`src/design/wsdt_pkg.sv`:
```
// Types and constants shared by the station discovery table modules.
package wsdt_pkg;

  typedef enum logic [1:0] {
    FN_FRAME        = 2'd0,
    FN_CLEAR_TABLE  = 2'd1,
    FN_READ         = 2'd2,
    FN_CLEAR_DEAUTH = 2'd3
  } func_t;

  typedef enum logic [3:0] {
    ST_WRONG_KIND = 4'd0,
    ST_FULL       = 4'd1,
    ST_SHORT      = 4'd2,
    ST_DEAUTH     = 4'd3,
    ST_NO_DIR     = 4'd4,
    ST_GROUP      = 4'd5,
    ST_DUPLICATE  = 4'd6,
    ST_ADDED      = 4'd7,
    ST_DONE       = 4'd8,
    ST_BAD_INDEX  = 4'd9
  } status_t;

  localparam logic [1:0]  KIND_MGMT        = 2'd0;
  localparam logic [1:0]  KIND_DATA        = 2'd2;
  localparam logic [11:0] MIN_FRAME_BYTES  = 12'd24;
  localparam logic [1:0]  FTYPE_MGMT       = 2'd0;
  localparam logic [3:0]  SUBTYPE_DEAUTH   = 4'hC;
  localparam logic [3:0]  SUBTYPE_DISASSOC = 4'hA;
  localparam int          GROUP_BIT        = 40;

  typedef struct packed {
    logic [47:0]       station;
    logic [47:0]       bssid;
    logic signed [7:0] rssi;
  } entry_t;

  typedef struct packed {
    logic    capture;
    logic    read_entry;
    logic    scan_start;
    logic    scan_step;
    logic    load_out;
    status_t res_status;
  } cmd_t;

  typedef struct packed {
    func_t   func;
    logic    pre_reject;
    status_t pre_status;
    logic    bad_index;
    logic    scan_hit;
    logic    scan_done;
    logic    out_free;
  } stat_t;

endpackage

```
`src/design/wsdt_ctrl.sv`:
```
// Controller state machine that sequences decode, duplicate scan and result transfer.
module wsdt_ctrl (
  input  logic            clk,
  input  logic            rst_n,
  input  logic            in_valid,
  output logic            in_stall,
  input  wsdt_pkg::stat_t stat,
  output wsdt_pkg::cmd_t  cmd
);
  import wsdt_pkg::*;

  typedef enum logic [1:0] {
    S_IDLE,
    S_DECODE,
    S_SCAN,
    S_FINISH
  } state_t;

  state_t  state_r;
  state_t  state_nxt;
  status_t res_r;
  status_t res_nxt;

  always_comb begin
    state_nxt      = state_r;
    res_nxt        = res_r;
    cmd            = '0;
    cmd.res_status = res_r;
    case (state_r)
      S_IDLE: begin
        if (in_valid) begin
          cmd.capture = 1'b1;
          state_nxt   = S_DECODE;
        end
      end
      S_DECODE: begin
        state_nxt = S_FINISH;
        case (stat.func)
          FN_FRAME: begin
            if (stat.pre_reject) begin
              res_nxt = stat.pre_status;
            end else begin
              cmd.scan_start = 1'b1;
              state_nxt      = S_SCAN;
            end
          end
          FN_READ: begin
            if (stat.bad_index) begin
              res_nxt = ST_BAD_INDEX;
            end else begin
              cmd.read_entry = 1'b1;
              res_nxt        = ST_DONE;
            end
          end
          default: res_nxt = ST_DONE;
        endcase
      end
      S_SCAN: begin
        cmd.scan_step = 1'b1;
        if (stat.scan_hit) begin
          res_nxt   = ST_DUPLICATE;
          state_nxt = S_FINISH;
        end else if (stat.scan_done) begin
          res_nxt   = ST_ADDED;
          state_nxt = S_FINISH;
        end
      end
      S_FINISH: begin
        if (stat.out_free) begin
          cmd.load_out = 1'b1;
          state_nxt    = S_IDLE;
        end
      end
      default: state_nxt = S_IDLE;
    endcase
  end

  always_ff @(posedge clk) begin
    if (!rst_n) begin
      state_r <= S_IDLE;
      res_r   <= ST_DONE;
    end else begin
      state_r <= state_nxt;
      res_r   <= res_nxt;
    end
  end

  assign in_stall = (state_r != S_IDLE);

endmodule

```
`config.mk`:
```
export PLATFORM = sky130hd
export DESIGN_NAME = wsdt_ctrl
export DESIGN_NICKNAME = d
export VERILOG_FILES = /design/src/design/wsdt_pkg.sv /design/src/design/wsdt_ctrl.sv
export SDC_FILE = /design/constraint.sdc
export NUM_CORES = 1
export LEC_CHECK = 0
export BUFFER_PORTS_ARGS = -buffer_cell sky130_fd_sc_hd__buf_2
export CORE_AREA = 2 2 39 41
export DETAILED_ROUTE_END_ITERATION = 10
export DIE_AREA = 0 0 41 43
export GPL_ROUTABILITY_DRIVEN = 1
export HOLD_SLACK_MARGIN = 0.03
export PLACE_DENSITY = 0.72
export SLEW_MARGIN = 25
export SYNTH_ARGS = -nofsm -noshare
export SYNTH_HDL_FRONTEND = slang
export SYNTH_SLANG_ARGS = --single-unit
export TNS_END_PERCENT = 10
```
`constraint.sdc`:
```
create_clock -name clk -period 2 [get_ports clk]
set_input_delay 0.2 -clock clk [delete_from_list [all_inputs] [get_ports clk]]
set_output_delay 0.2 -clock clk [all_outputs]
set_load 0.02 [all_outputs]
```
Word-level counts from Yosys, hierarchy flattened
Index checks and enable logic that the tools add are counted.
Word-level totals
  register bits: 6
  bits in latches: 0
  RAM bits: 0
  bits in read-only memories: 0
  bits of input ports: 14
  output and inout port bits: 10
  word-level logic and storage cells: 39
  memories: 0
Operators by class
  $add $sub $neg: 0
  multiply operators: 0
  divide/modulo/power cells: 0
  order comparisons: 0
  eq/ne operators: 8
  shift operators: 0
  muxes and demuxes: 23
  bitwise gates (word level): 0
  reductions and logical operators: 6
Operators by type and width (number)
  $pmux 4 s2: 2
  $mux 1: 12
  $mux 4: 3
  $mux 2: 5
  $pmux 2 s4: 1
  $eq 2x2->1 const B: 3
  $ne 3x3->1 const B: 2
  $reduce_and 3->1: 2
  $logic_not 2->1: 2
  $ne 2x2->1 const B: 2
  $reduce_bool 2->1: 2
  $eq 2x1->1 const B: 1

Depth between registers and ports, before layout
  word-level depth: 3
  gate-level depth with buffers: 6
  mapped depth without buffers: 6

Worst setup path after synthesis
OpenSTA, ideal clock, no wires.
  path type: register to register
  start: register state_r[0]
  end: register res_r[0]
  data arrival time: 1.721 ns
  required time: 1.909 ns
  path slack: 0.188 ns
  cell stages (with the launch flop): 6
  cells stage by stage: dfxtp_1 -> inv_1 -> ha_1 -> or3b_2 -> and3_4 -> a311oi_1
On the way
  cells in the longest elaborated chain, start to end: 3
  elaborated cells on any way between the ends: 7
  classes of those cells: eq/ne: 4; mux: 1; reduce/logical: 2
RTL lines
  start: declaration: line wsdt_ctrl.sv:19  | state_t state_r;
  start signal: assignment: line wsdt_ctrl.sv:83  | state_r <= state_nxt;
  $eq 2x1->1 or $eq 2x2->1 (tied branches): line wsdt_ctrl.sv:29  | case (state_r)
  $ne 3x3->1 (no source line) or $reduce_bool 2->1 (tied branches)
  $reduce_and 3->1 (no source line)
  end signal: assignment: line wsdt_ctrl.sv:84  | res_r <= res_nxt;
  end: declaration: line wsdt_ctrl.sv:21  | status_t res_r;
Parallel ways exist; a longest one is shown, timed or not.
A chain may end at the register's enable or synchronous reset.

==> impl_results.md <==
* Result of the run: complete, no violations
* Total inserted antenna cells at 0
* Startpoint of the lowest-slack hold path: rst_n
* Reg2reg end: res_r[0]
* Horizontal die dimension at 41 µm
* Number of levels in the clock H-tree at 1
* Setup Fix Bufs, Post-CTS at 0
* Clk pin slew, worst setup/hold paths at 0.05 ns
* Area share of the largest cell type after synthesis at 0.270
* Yosys synthesis warning count at 0
* TNS Setup at 0 ns
* Sequential share of the synthesized area at 0.270
* CP Data Required Time at 1.80 ns
* Effective utilization at floorplan at 0.321
* Post-Syn Instances at 50
* Post-synthesis cell type count at 26
* Layout Skew at 0.00699 ns
* Crit end category: output port
* Slew headroom at 0.751
* Final hold violation count at 0
* Commonest non-fill, non-tap cell in the layout: buf_2
* P_leak at 0.303 nW
* Worst IR drop on VDD at 0.514 mV
* Via count at 476
* I/O pin count at 24
* Final estimated routing congestion in global placement at 0.757
* Hold depth at 2
* MaxCap Viol Count at 0
* Area growth from synthesis to layout at 36.1%
* Path class of the lowest-slack min-delay path: in -> reg
* Worst Max-Slew Pin Slew at 0.372 ns
* Row Count at 14
* Largest area contributor in the synthesized netlist: dfxtp_1
* Count of buffering cells on the critical path with inverters included at 3
* Cell repeated most along the worst path: inv_1
* Number of nets produced by synthesis at 69
* Final critical-path share of the clock period at 0.945
* TritonCTS clock tree: yes
* Routed WL at 1180 µm
* Critical path launch point type: flip-flop
* Floorplan die area at 1760 µm²
* Number of antenna-violating nets in the routed design at 0
* Buffers on Ports at 23
* Arr. time, crit path at ~1.7 ns
* Number of pins exceeding their max-slew limit in the final report at 0
* Power density over the cells at 1360 nW/µm²
* Routed wire length per instance at 12.8 µm
* Dpl ws at around 0.11 ns
* Cell area after technology mapping at 444 µm²
* Worst setup path category: reg -> out
* Maximum number of buffers from clock root to sink at 2
* Biggest cell delay along the critical path at about 0.51 ns
* Dominant delay contributor by cell family on the critical path: simple AND/OR/NAND/NOR gates
* Post-synthesis register bit count at 6
* Number of nets in the final layout at slightly below 100
* # setup viols final at 0
* Commonest cells after routing, fill and taps aside: buf_2 (23), inv_1 (6), dfxtp_1 (6)
* Post-detail-place hpwl at 935 µm
* Global-route usage over all layers at 0.148
* Minimum setup slack among reg-to-reg paths at 0.16 ns
* Standard cell with the maximum stage delay on the critical path: or4b_4
* Pin count of the biggest net entering global routing at 9
* Startpoint of the worst register-to-register path: state_r[0]
* Cell chosen for the clock root: clkbuf_4
* Wire length of the first global-routing pass at 1730 µm
* TritonRoute pass-1 iters at 3
* Share of final-layout standard cells stronger than drive strength 1 at 0.421
* Number of clock sinks at 6
* Final Core Density at 0.437
* Worst-case hold slack at 0.177 ns
* Grt ovf at 0
* Via count of the first global-routing pass at 432
* Number of DRC markers in iteration 0 at 2
* Die height at approximately 43 µm
* Remaining routing DRC violations at 0
* RSZ-0062 raised after global routing: no
* Min Tclk post-route at 1.89 ns
* Max Clock Freq at ~530 MHz
* Initial antenna violation count at 0
* Avg Cell Area, Syn at 8.88 µm²
* Top cells by area, synth: dfxtp_1 (27%), ha_1 (14%), inv_1 (5.1%)
* Cells along the critical path: inv_1 -> ha_1 -> or4b_4 -> inv_1 -> buf_2
* Register-to-Register Path Depth at 5
* Routed vias/inst at 5.17
* Worst Path Max Fanout at 5
* Clk_lat worst skew at 0.25 ns
* Hold Path End: res_r[3]
* Number of clock buffers inserted by TritonCTS at 3
* Worst setup slack after layout at about 0.11 ns
* Area of the core at 1380 µm²
## worst reg2reg max path, stage by stage, from the launching register on
cell	delay, ns
dfxtp_1	0.34
inv_1	0.13
ha_2	0.27
or3b_2	0.51
and3_4	0.22
a311oi_1	0.27
## metal layers
layer | vias to the layer above | track usage | wire length (µm)
li1 | 241 | - | -
met1 | 213 | 0.175 | 515
met2 | 18 | 0.222 | 555
met3 | 4 | 0.0314 | 60
met4 | 0 | 0.107 | 48
met5 | - | 0 | 0
## flip-flops by register name, summed over array words and instances (netlist names)
name / flops
res_r: 4
state_r: 2
## stage by stage
stage,instance area (µm²),std cells,power [mW]
detailed placement,579,89,0.704
floorplan,444,50,0.564
global route,604,92,0.886
CTS,602,92,0.829
finish,604,92,0.824
global placement,579,89,0.690
## synthesized netlist by cell type
cell and instances:
mux2i_1 1, and3_4 1, nor4_1 1, nor3_1 1, o31a_1 1, dfxtp_1 6
or3b_2 1, nor3b_1 1, a21oi_1 4, or3_1 2, nand2b_1 1, and2_1 2
or4b_4 1, ha_1 5, nand2_1 1, o211ai_1 1, o31ai_1 1, or4b_2 2
o32ai_1 1, a311oi_1 1, inv_1 6, nor2b_1 2, nor2_1 1, a211oi_1 2
nor4bb_1 1, a31oi_1 3
## layout make-up
class                   instances  area, µm²
flip-flops and latches          6        120
well taps                      16       20.0
fillers                       142        779
inverters                       6       22.5
repair buffers                 23        115
multi-input cells              38        304
clock buffers                   3       22.5
## how the worst max path moves through the flow
stage	slack, ns	depth (start not counted)	to	from
global route	0.04	5	cmd[6]	state_r[1]
floorplan	0.19	5	res_r[0]	state_r[0]
finish	0.11	5	cmd[6]	state_r[1]
detailed placement	0.11	5	res_r[0]	state_r[0]
CTS	0.09	5	res_r[0]	state_r[0]
global placement	0.13	5	res_r[0]	state_r[0]
## power by group
| group | switching [mW] | total (mW) | internal, mW |
|---|---|---|---|
| Sequential | 0.0340 | 0.198 | 0.164 |
| Combinational | 0.276 | 0.507 | 0.231 |
| Clock | 0.0514 | 0.120 | 0.0684 |
## cells by family (layout without fill, tap and decap cells)
| group | Yosys count | after routing | share of synthesized area |
|---|---|---|---|
| fa+ha+maj | 5 | 5 | 0.141 |
| flops | 6 | 6 | 0.270 |
| compound gates | 14 | 14 | 0.214 |
| buf+inv | 6 | 32 | 0.0507 |
| simple gates | 18 | 18 | 0.301 |
| mux | 1 | 1 | 0.0225 |
## what timing repair did
item,CTS,global route
setup endpoints to repair,0,1
hold buffers,0,0
resized for setup,0,1
(Power assumes the default switching activity.)
